**src/design/cdad_pkg.sv**
```systemverilog
// ----------------------------------------------------------------------------
// cdad_pkg: shared constants and helpers for the calendar date add core
// Era / day-of-era constants, reciprocal multipliers for the constant
// divisions, and the March-based month start table.
// ----------------------------------------------------------------------------
package cdad_pkg;

  // Pipeline depth: input register through result register
  localparam int STAGES = 10;

  // Days in one 400-year Gregorian era
  localparam logic [17:0] ERA_DAYS = 18'd146097;

  // Year bias so that floor(year / 400) becomes an unsigned divide.
  // 83 eras cover the lowest adjusted year of -32769.
  localparam int unsigned ERA_BIAS_IN_N  = 83;
  localparam logic signed [16:0] YEAR_BIAS = 17'sd33200;   // 83 * 400

  // Era bias on the serial side; 90 eras cover the lowest serial day.
  localparam int unsigned ERA_BIAS_OUT_N = 90;
  localparam logic [24:0] ERA_BIAS_STEP  = 25'(ERA_BIAS_OUT_N - ERA_BIAS_IN_N);
  localparam logic [17:0] YEAR_BASE_OUT  = 18'(ERA_BIAS_OUT_N * 400);

  // Reciprocals, rounded up: x / D == (x * R) >> K over the used range
  localparam longint unsigned R25_FULL   = ((64'd1 << 17) + 64'd24) / 64'd25;
  localparam longint unsigned RERA_FULL  = ((64'd1 << 43) + 64'd146096) / 64'd146097;
  localparam longint unsigned R1460_FULL = ((64'd1 << 25) + 64'd364) / 64'd365;
  localparam longint unsigned R365_FULL  = ((64'd1 << 27) + 64'd364) / 64'd365;

  localparam logic [12:0] RECIP_25   = 13'(R25_FULL);    // (u >> 4) / 25
  localparam logic [25:0] RECIP_ERA  = 26'(RERA_FULL);   // / 146097, shift 43
  localparam logic [16:0] RECIP_1460 = 17'(R1460_FULL);  // (doe >> 2) / 365
  localparam logic [18:0] RECIP_365  = 19'(R365_FULL);   // / 365, shift 27

  // Days in one Gregorian century; its multiples are the day-of-era thresholds for the century rule
  localparam logic [17:0] CENT_DAYS = 18'd36524;

  // First day of each March-based month within the year, (153*mp + 2) / 5
  function automatic logic [8:0] month_start(input logic [3:0] mp);
    logic [8:0] r;
    unique case (mp)
      4'd0:    r = 9'd0;
      4'd1:    r = 9'd31;
      4'd2:    r = 9'd61;
      4'd3:    r = 9'd92;
      4'd4:    r = 9'd122;
      4'd5:    r = 9'd153;
      4'd6:    r = 9'd184;
      4'd7:    r = 9'd214;
      4'd8:    r = 9'd245;
      4'd9:    r = 9'd275;
      4'd10:   r = 9'd306;
      4'd11:   r = 9'd337;
      4'd12:   r = 9'd367;
      default: r = 9'd0;
    endcase
    return r;
  endfunction

  // yoe / 100 for a year of era below 400
  function automatic logic [1:0] div100(input logic [8:0] yoe);
    logic [1:0] r;
    r = 2'(yoe >= 9'd100) + 2'(yoe >= 9'd200) + 2'(yoe >= 9'd300);
    return r;
  endfunction

endpackage

```
**src/design/calendar_date_add_days_core.sv**
```systemverilog
// 10 register stages, input register through result register. Throughput: one
// item per cycle while out_stall is low; the stages hold one item each and close up
// bubbles, so input is taken while a finished result waits at the output as long
// as a stage is empty. The depth comes from giving each of the four reciprocal
// multiplies and the remainder steps that follow them a stage of their own.
// Reset clears the stage valid bits only; payload registers are not reset.
// ----------------------------------------------------------------------------
// calendar_date_add_days_core: proleptic Gregorian date plus signed day offset
// Date -> serial day (era / day-of-era), add offset, serial -> date. Year
// results beyond 16 bits wrap and raise year_overflow.
// ----------------------------------------------------------------------------
module calendar_date_add_days_core (
  input  logic               clk,
  input  logic               rst,
  // input channel
  input  logic               in_valid,
  output logic               in_stall,
  input  logic signed [15:0] year_in,
  input  logic [3:0]         month_in,
  input  logic [4:0]         day_in,
  input  logic signed [20:0] delta_days,
  // result channel
  output logic               out_valid,
  input  logic               out_stall,
  output logic signed [15:0] year_out,
  output logic [3:0]         month_out,
  output logic [4:0]         day_out,
  output logic               year_overflow
);

  localparam int NS = cdad_pkg::STAGES;

  // --------------------------------------------------------------------------
  // Flow control. Stage k may load when it is empty or when every stage
  // downstream can move, i.e. the result is leaving or a hole exists at or
  // after k. Each term is an independent reduction, no ripple chain.
  // --------------------------------------------------------------------------
  logic [NS-1:0] v;
  logic [NS-1:0] adv;

  always_comb begin
    for (int k = 0; k < NS; k++) begin
      adv[k] = !out_stall || (|(~v >> k));
    end
  end

  assign in_stall  = !adv[0];
  assign out_valid = v[NS-1];

  always_ff @(posedge clk) begin
    if (rst) begin
      v <= '0;
    end else begin
      if (adv[0]) v[0] <= in_valid;
      for (int k = 1; k < NS; k++) begin
        if (adv[k]) v[k] <= v[k-1];
      end
    end
  end

  // --------------------------------------------------------------------------
  // Stage 0: input register
  // --------------------------------------------------------------------------
  logic signed [15:0] s0_year;
  logic [3:0]         s0_month;
  logic [4:0]         s0_day;
  logic signed [20:0] s0_delta;

  always_ff @(posedge clk) begin
    if (adv[0]) begin
      s0_year  <= year_in;
      s0_month <= month_in;
      s0_day   <= day_in;
      s0_delta <= delta_days;
    end
  end

  // --------------------------------------------------------------------------
  // Stage 1: March-based year, biased year, era = floor(year / 400).
  // Jan/Feb (and month 0) belong to the previous March-based year.
  // --------------------------------------------------------------------------
  logic               early;
  logic signed [16:0] year_adj;
  logic [16:0]        yb;
  logic [3:0]         mp_in;
  logic signed [9:0]  doy_in;
  logic [25:0]        q_prod;

  always_comb begin
    early    = (s0_month <= 4'd2);
    year_adj = early ? 17'(s0_year) - 17'sd1 : 17'(s0_year);
    yb       = 17'(year_adj + cdad_pkg::YEAR_BIAS);
    mp_in    = early ? s0_month + 4'd9 : s0_month - 4'd3;
    // day 0 lands one day before the first of the month
    doy_in   = $signed({1'b0, cdad_pkg::month_start(mp_in)})
             + $signed({5'b0, s0_day}) - 10'sd1;
    q_prod   = 26'(yb[16:4]) * 26'(cdad_pkg::RECIP_25);
  end

  logic [7:0]         s1_q;
  logic [16:0]        s1_yb;
  logic signed [9:0]  s1_doy;
  logic signed [20:0] s1_delta;

  always_ff @(posedge clk) begin
    if (adv[1]) begin
      s1_q     <= q_prod[24:17];
      s1_yb    <= yb;
      s1_doy   <= doy_in;
      s1_delta <= s0_delta;
    end
  end

  // --------------------------------------------------------------------------
  // Stage 2: year of era
  // --------------------------------------------------------------------------
  logic [8:0] yoe;

  assign yoe = 9'(s1_yb - 17'(s1_q) * 17'd400);

  logic [7:0]         s2_q;
  logic [8:0]         s2_yoe;
  logic signed [9:0]  s2_doy;
  logic signed [20:0] s2_delta;

  always_ff @(posedge clk) begin
    if (adv[2]) begin
      s2_q     <= s1_q;
      s2_yoe   <= yoe;
      s2_doy   <= s1_doy;
      s2_delta <= s1_delta;
    end
  end

  // --------------------------------------------------------------------------
  // Stage 3: day of era, then the biased serial day with the offset added.
  // The epoch shift cancels between the two conversions, so it never
  // appears; the era bias moves from 83 to 90 eras here.
  // --------------------------------------------------------------------------
  logic [17:0] yoe_days;
  logic [24:0] eoff;
  logic [26:0] u2_sum;

  always_comb begin
    yoe_days = 18'(s2_yoe) * 18'd365 + 18'(s2_yoe[8:2])
             - 18'(cdad_pkg::div100(s2_yoe));
    eoff     = (25'(s2_q) + cdad_pkg::ERA_BIAS_STEP) * 25'(cdad_pkg::ERA_DAYS);
    u2_sum   = 27'(eoff) + 27'(yoe_days) + 27'(s2_doy) + 27'(s2_delta);
  end

  logic [24:0] s3_u2;

  always_ff @(posedge clk) begin
    if (adv[3]) s3_u2 <= u2_sum[24:0];
  end

  // --------------------------------------------------------------------------
  // Stage 4: era of the result (biased by 90)
  // --------------------------------------------------------------------------
  logic [50:0] era_prod;

  assign era_prod = 51'(s3_u2) * 51'(cdad_pkg::RECIP_ERA);

  logic [7:0]  s4_q2;
  logic [24:0] s4_u2;

  always_ff @(posedge clk) begin
    if (adv[4]) begin
      s4_q2 <= era_prod[50:43];
      s4_u2 <= s3_u2;
    end
  end

  // --------------------------------------------------------------------------
  // Stage 5: day of era of the result
  // --------------------------------------------------------------------------
  logic [17:0] doe2;

  assign doe2 = 18'(s4_u2 - 25'(s4_q2) * 25'(cdad_pkg::ERA_DAYS));

  logic [7:0]  s5_q2;
  logic [17:0] s5_doe2;

  always_ff @(posedge clk) begin
    if (adv[5]) begin
      s5_q2   <= s4_q2;
      s5_doe2 <= doe2;
    end
  end

  // --------------------------------------------------------------------------
  // Stage 6: leap correction doe - doe/1460 + doe/36524 - doe/146096.
  // The last day of an era (leap day of the 400th year) is the only one
  // that divides to 1 by 146096.
  // --------------------------------------------------------------------------
  logic [32:0] lp_prod;
  logic [6:0]  n_quad;
  logic [2:0]  n_cent;
  logic        last_day;
  logic [17:0] t_days;

  always_comb begin
    lp_prod  = 33'(s5_doe2[17:2]) * 33'(cdad_pkg::RECIP_1460);
    n_quad   = lp_prod[31:25];
    n_cent   = 3'(s5_doe2 >= cdad_pkg::CENT_DAYS)
             + 3'(s5_doe2 >= 18'(2 * cdad_pkg::CENT_DAYS))
             + 3'(s5_doe2 >= 18'(3 * cdad_pkg::CENT_DAYS))
             + 3'(s5_doe2 >= 18'(4 * cdad_pkg::CENT_DAYS));
    last_day = (s5_doe2 == 18'(4 * cdad_pkg::CENT_DAYS));
    t_days   = s5_doe2 - 18'(n_quad) + 18'(n_cent) - 18'(last_day);
  end

  logic [7:0]  s6_q2;
  logic [17:0] s6_doe2;
  logic [17:0] s6_t;

  always_ff @(posedge clk) begin
    if (adv[6]) begin
      s6_q2   <= s5_q2;
      s6_doe2 <= s5_doe2;
      s6_t    <= t_days;
    end
  end

  // --------------------------------------------------------------------------
  // Stage 7: year of era of the result
  // --------------------------------------------------------------------------
  logic [36:0] yr_prod;

  assign yr_prod = 37'(s6_t) * 37'(cdad_pkg::RECIP_365);

  logic [7:0]  s7_q2;
  logic [17:0] s7_doe2;
  logic [8:0]  s7_yoe2;

  always_ff @(posedge clk) begin
    if (adv[7]) begin
      s7_q2   <= s6_q2;
      s7_doe2 <= s6_doe2;
      s7_yoe2 <= yr_prod[35:27];
    end
  end

  // --------------------------------------------------------------------------
  // Stage 8: day of March-based year, and the biased year sum
  // --------------------------------------------------------------------------
  logic [17:0] year_days2;
  logic [8:0]  doy2;
  logic [16:0] ysum;

  always_comb begin
    year_days2 = 18'(s7_yoe2) * 18'd365 + 18'(s7_yoe2[8:2])
               - 18'(cdad_pkg::div100(s7_yoe2));
    doy2       = 9'(s7_doe2 - year_days2);
    ysum       = 17'(s7_q2) * 17'd400 + 17'(s7_yoe2);
  end

  logic [8:0]  s8_doy2;
  logic [16:0] s8_ysum;

  always_ff @(posedge clk) begin
    if (adv[8]) begin
      s8_doy2 <= doy2;
      s8_ysum <= ysum;
    end
  end

  // --------------------------------------------------------------------------
  // Stage 9: month search, day, calendar year, overflow; result register
  // --------------------------------------------------------------------------
  logic [3:0]         mp;
  logic               late;
  logic signed [17:0] year_full;
  logic [4:0]         day_calc;
  logic [3:0]         month_calc;
  logic               ovf_calc;

  always_comb begin
    mp = 4'd0;
    for (int k = 1; k < 12; k++) begin
      if (s8_doy2 >= cdad_pkg::month_start(4'(k))) mp = 4'(k);
    end
    day_calc   = 5'(s8_doy2 - cdad_pkg::month_start(mp) + 9'd1);
    late       = (mp >= 4'd10);                  // January or February
    month_calc = late ? mp - 4'd9 : mp + 4'd3;
    year_full  = 18'(s8_ysum) - cdad_pkg::YEAR_BASE_OUT + 18'(late);
    ovf_calc   = (year_full[17:15] != 3'b000) && (year_full[17:15] != 3'b111);
  end

  always_ff @(posedge clk) begin
    if (adv[9]) begin
      year_out      <= year_full[15:0];
      month_out     <= month_calc;
      day_out       <= day_calc;
      year_overflow <= ovf_calc;
    end
  end

`ifndef ASSERT_OFF
  a_month_range: assert property (@(posedge clk) disable iff (rst)
    out_valid |-> month_out >= 4'd1 && month_out <= 4'd12)
    else $error("month_out out of range");

  a_day_range: assert property (@(posedge clk) disable iff (rst)
    out_valid |-> day_out >= 5'd1 && day_out <= 5'd31)
    else $error("day_out out of range");

  a_feb_days: assert property (@(posedge clk) disable iff (rst)
    out_valid && month_out == 4'd2 |-> day_out <= 5'd29)
    else $error("February day past 29");

  a_ovf_band: assert property (@(posedge clk) disable iff (rst)
    out_valid && year_overflow |-> year_out < -16'sd28000 || year_out > 16'sd28000)
    else $error("overflow flagged for an in-range year");

  a_stall_full: assert property (@(posedge clk) disable iff (rst)
    in_stall |-> out_valid && out_stall)
    else $error("input stalled with room in the pipeline");
`endif

endmodule
```
**config.mk**
```make
export PLATFORM = sky130hd
export DESIGN_NAME = calendar_date_add_days_core
export DESIGN_NICKNAME = d
export VERILOG_FILES = /design/src/design/cdad_pkg.sv /design/src/design/calendar_date_add_days_core.sv
export SDC_FILE = /design/constraint.sdc
export NUM_CORES = 2
export LEC_CHECK = 0
export BUFFER_PORTS_ARGS = -buffer_cell sky130_fd_sc_hd__buf_2
export CAP_MARGIN = 20
export CORE_UTILIZATION = 60
export DETAILED_ROUTE_END_ITERATION = 16
export PLACE_DENSITY_LB_ADDON = 0.08
export SLEW_MARGIN = 20
export SYNTH_ARGS = -nofsm -noshare
export SYNTH_HDL_FRONTEND = slang
export SYNTH_SLANG_ARGS = --single-unit
```
**constraint.sdc**
```tcl
create_clock -name clk -period 8.54 [get_ports clk]
set_input_delay 0.854 -clock clk [delete_from_list [all_inputs] [get_ports clk]]
set_output_delay 0.854 -clock clk [all_outputs]
set_load 0.02 [all_outputs]
```
== Yosys cells after proc, flatten, opt, wreduce, memory -nomap -nowiden ==
Memory sizes are Yosys's and may differ from the RTL's.
Index checks and enable logic that the tools add are counted.
Storage, ports and cells
  register bits: 342
  ROM bits: 288
  logic and storage cells: 148
  memories: 2
Memories
  (no name shown): words 16, bits a word 9, read ports 1, clocked after Yosys merged registers in 0, wr ports 0, RTL line cdad_pkg.sv:41  | unique case (mp)
  (no name shown): words 16, bits a word 9, read ports 1, clocked after Yosys merged registers in 0, wr ports 0, RTL line cdad_pkg.sv:41
Cells by class
  add/subtract/negate cells: 34
  multiply operators: 10
  order comparisons: 23
  eq/ne operators: 2
  mux-type cells: 14
  bitwise logic cells: 1
  reduce and logical (&&, ||, !) cells: 23
Operator list (number)
  $ge A9 B8 Y1 const B: 6
  $add A25 B25 Y25: 2
  $mul A25 B24 Y49 const B: 1
  $mux W4: 12
  $ge A9 B9 Y1 const B: 5
  $ge A18 B17 Y1 const B: 2
  $ge A9 B7 Y1 const B: 4
  $mul A18 B16 Y33 const B: 1
  $mul A16 B16 Y31 const B: 1
  $add A25 B18 Y25: 1
  $mul A13 B13 Y25 const B: 1
  $mul A9 B18 Y25 const B: 1
  $add A18 B1 Y18: 1
  $add A18 B3 Y18: 1
  $add A18 B7 Y18: 1
  $eq A18 B18 Y1 const B: 1
  $ge A18 B16 Y1 const B: 1
  $ge A18 B18 Y1 const B: 1
  $mul A8 B18 Y18 const B: 1
  $mul A9 B9 Y18 const B: 1
  $sub A17 B16 Y18 const B: 1
  $sub A18 B1 Y18: 1
  $sub A18 B18 Y18: 1
  $sub A18 B2 Y18: 1
  other kinds (44): 58

== Depth between registers and ports, before layout ==
  depth after elaboration: 16
  depth in mapped cells: 37

== Least setup slack after synthesis ==
OpenSTA, ideal clock, no wires.
  kind: register to register
  from: reg s5_doe2[7]
  to: reg s6_t[16] (data pin)
  library setup time: 258 ps
  data arrival time: 8326 ps
  setup slack: -44 ps
  cell stages (with the launch flop): 37
  path buffers: 0
  period minus slack after synthesis: 8584 ps
  path through: edfxtp_1 -> inv_1 -> fa_1 -> inv_1 -> ha_1 -> fa_1 -> inv_1 -> fa_1 -> inv_1 -> fa_1 -> inv_1 -> fa_1 -> inv_1 -> ha_1 -> a21o_1 -> a211o_1 -> o2111ai_1 -> nor2_1 -> a22o_1 -> nand3_1 -> nand2_1 -> xnor2_1 -> fa_1 -> fa_1 -> fa_1 -> inv_1 -> fa_1 -> nor2b_1 -> o21ai_0 -> a21boi_0 -> o21a_1 -> a21oi_1 -> o311a_1 -> nor3_1 -> a211oi_1 -> o21bai_1 -> xnor2_1
Between the ends
  longest elaborated chain between the ends: 6
Ends and longest elaborated chain
  start: declaration: RTL line calendar_date_add_days_core.sv:182  | logic [17:0] s5_doe2;
  start signal: assignment: RTL line calendar_date_add_days_core.sv:187  | s5_doe2 <= doe2;
  parallel branches: the longest is 5 deep, another holds $mul A16 B16 Y31
  $sub A18 B1 Y18 *: RTL line calendar_date_add_days_core.sv:210  | t_days = s5_doe2 - 18'(n_quad) + 18'(n_cent) - 18'(last_day);
  net t_days[16]: RTL line calendar_date_add_days_core.sv:200  | logic [17:0] t_days;
  end signal: assignment: RTL line calendar_date_add_days_core.sv:221  | s6_t <= t_days;
  end: declaration: RTL line calendar_date_add_days_core.sv:215  | logic [17:0] s6_t;
Mark *: on every way through the listed nets, which the timed path passes.
A chain may end at the register's enable or synchronous reset.

== Worst setup path after layout ==
  from: reg s5_doe2[8]
  to: reg s6_t[16] (data pin)
The elaborated chain is that of the path after synthesis.

==> impl_metrics.json <==
{
  "grt_pass1_wl_um": 156000,
  "status": "finished, violations left",
  "vias": 28594,
  "synth.cell_area_um2": 46800,
  "fp.dieW_um": 281,
  "ant_nets": 0,
  "firstDrtPassIters": 5,
  "die_h_um": 281,
  "gp_congestion": 0.916,
  "crit_type": "flip-flop to flip-flop",
  "wirelength_um": 94500,
  "max_slew_margin": 0.278,
  "pin_count": 78,
  "numCtsBuffers": 42,
  "worstPathRequired_ns": 8.86,
  "coreArea_um2": 77300,
  "synth-main-ff-cell": "edfxtp_1",
  "setup_violations": 2,
  "diodes": 0,
  "synth.avg_cell_area_um2": 11.2,
  "fmax_mhz": 116,
  "ys_seq_area_frac": 0.217,
  "drt_iter0_drc": 1334,
  "dp_hpwl_um": 79400,
  "wl_per_cell_um": 17.2,
  "pre_cts_slack_ns": -0.317,
  "fin_ws_ns": -0.0655,
  "clockBufferDepth": 3,
  "synth_warnings": 0,
  "antenna_found_initial": 0,
  "clock-sinks": 342,
  "cpMostUsedCell": "fa_1",
  "finalSetupTns_ns": -0.102,
  "synth_fp_nets": 5871,
  "yosys.cell_types.count": 78,
  "synthArstFlopShare": 0,
  "cp_slowest_stage_delay_ns": 0.58,
  "area_growth_pct": 10.4,
  "die-area_um2": 79100,
  "cap_viol_max_count": 0,
  "postCtsHoldBufs": 0,
  "gr-total-overflow": 0,
  "first_global_vias": 30085,
  "grt_max_degree": 49,
  "cts-root-buf": "clkbuf_16",
  "nNetsFinal": 6128,
  "min_period_ns": 8.61,
  "critPathLaunch": "s5_doe2[8]",
  "start_util": 0.605,
  "slew_violations": 0,
  "yosysTopAreaCellShare": 0.292,
  "clk_latency_ns": 0.59,
  "timing.rr.start": "s5_doe2[8]",
  "rsz0062_at_grt": "yes",
  "skew_ns": 0.0229,
  "synth_edf_count": 332,
  "grt_use_total": 0.254,
  "drc": 0,
  "io_buffers": 77,
  "path_clk_slew_ns": 0.06,
  "cp_max_fo": 4,
  "synth_seq_cells": 342,
  "final_layout_size_suffix_gt1_frac": 0.0948,
  "yosysTopAreaCell": "fa_1",
  "tightest_slew_ns": 1.08,
  "min_from": "s0_delta[15]",
  "min_path_type": "flip-flop to flip-flop",
  "endpoint_kind": "flip-flop",
  "via_per_inst": 5.20,
  "cts_tree": "yes",
  "violations": "negative setup slack",
  "netlist_instances": 4172,
  "hold_viol": 0,
  "timing.final.crit_share": 1.01,
  "synth_area_leaders": "fa_1 29%, ha_1 26%, edfxtp_1 21%, inv_1 9.1%, xnor2_1 3.1%",
  "cp-start-kind": "flip-flop",
  "cp_slowest_cell": "fa_1",
  "rows": 102,
  "htreeDepth": 2,
  "cp.arrival_ns": 8.93
}
==> Yosys cell counts, types with 4 or more instances <==
library cell,number
a211oi_1,13
a21boi_0,5
a21o_1,39
a21oi_1,124
a31oi_1,8
a41o_1,7
and2_1,12
and3_1,10
buf_6,4
clkbuf_1,14
dfxtp_1,10
edfxtp_1,332
fa_1,681
ha_1,968
inv_1,1133
nand2_1,100
nand2b_1,10
nand3_1,52
nand4_1,17
nor2_1,123
nor2b_1,16
nor3_1,40
o2111ai_1,5
o211ai_1,8
o21a_1,25
o21ai_0,69
o21bai_1,21
o31a_1,5
or2_2,4
or3_1,21
xnor2_1,163
xor2_1,59
==> cell usage in the layout, fill, tap and decap left out, drive strengths merged, types with 15 or more instances in the layout <==
master,netlist,layout
inv,1133,1139
ha,968,968
fa,681,681
edfxtp,332,332
buf,7,234
xnor2,163,163
nor2,124,124
a21oi,124,124
nand2,101,101
o21ai,71,71
xor2,59,59
nand3,52,52
clkbuf,14,46
nor3,41,41
a21o,39,39
o21a,25,25
or3,22,22
o21bai,21,21
nand4,18,18
nor2b,16,16
clkinv,0,15
==> worst max-delay path, delay by kind of cell (launching register included) <==
family | cells | cell delay, ns
fa+ha+maj | 11 | 4.65
flops | 1 | 0.47
xor+xnor | 2 | 0.25
buf+inv | 6 | 0.39
simple gates | 5 | 0.61
compound gates | 11 | 1.98
==> sequential cells by signal, indices dropped and copies added (netlist names), 9 cells and up <==
| register | flops |
|---|---|
| s0_delta | 21 |
| s0_year | 16 |
| s1_delta | 21 |
| s1_doy | 10 |
| s1_yb | 9 |
| s2_delta | 21 |
| s2_doy | 10 |
| s2_yoe | 9 |
| s3_u2 | 25 |
| s4_u2 | 18 |
| s5_doe2 | 18 |
| s6_doe2 | 9 |
| s6_t | 18 |
| s7_doe2 | 9 |
| s7_yoe2 | 9 |
| s8_doy2 | 9 |
| s8_ysum | 17 |
| v | 10 |
| year_out | 16 |
==> worst paths after layout <==
kind	slack [ns]	to	cells after the start
max	-0.07	s6_t[16]	35
max reg2reg	-0.07	s6_t[16]	35
min reg2reg	0.42	s1_delta[15]	0
min	0.42	s1_delta[15]	0
==> per-stage QoR <==
step | area, µm² | utilization | instances | hold WS, ns
5_1_grt | 51600 | 0.668 | 5503 | 0.424
2_1_floorplan | 46800 | - | 4172 | 0.400
3_3_place_gp | 49300 | 0.638 | 5399 | 0.401
6_report | 51600 | 0.668 | 5503 | 0.417
4_1_cts | 51000 | 0.660 | 5488 | 0.417
3_5_place_dp | 49300 | 0.638 | 5399 | 0.405
==> logic make-up after synthesis <==
| kind of cell | after synthesis | synth area share |
|---|---|---|
| fa+ha+maj | 1649 | 0.551 |
| buf+inv | 1154 | 0.0933 |
| simple gates | 425 | 0.0439 |
| compound gates | 376 | 0.0523 |
| flops | 342 | 0.217 |
| xor+xnor | 222 | 0.0416 |
| mux | 4 | 0.000883 |
==> layout make-up <==
type,count,area [µm²]
flip-flops and latches,342,10200
repair buffers,234,1600
multi-input cells,2676,32800
clock buffers,46,1090
inverters,1133,4250
fillers,6103,25700
well taps,1040,1300
clock inverters,32,400
==> routing by layer <==
metal / vias up / GRT usage / part of all wire
met4: 0 / 0.0588 / 0.021
met2: 443 / 0.433 / 0.49
met1: 14149 / 0.347 / 0.45
met3: 124 / 0.0298 / 0.037
met5: - / 0 / 0
li1: 13878 / - / -
==> repair_timing <==
action | in CTS | in global routing
resized for setup | 33 | 97
setup buffers | 12 | 17
pin swaps | 37 | 105
endpoints found under the setup margin | 10 | 21
Power is not shown: default switching activity piles up to over one toggle a cycle in this logic, so the estimate is an artifact.
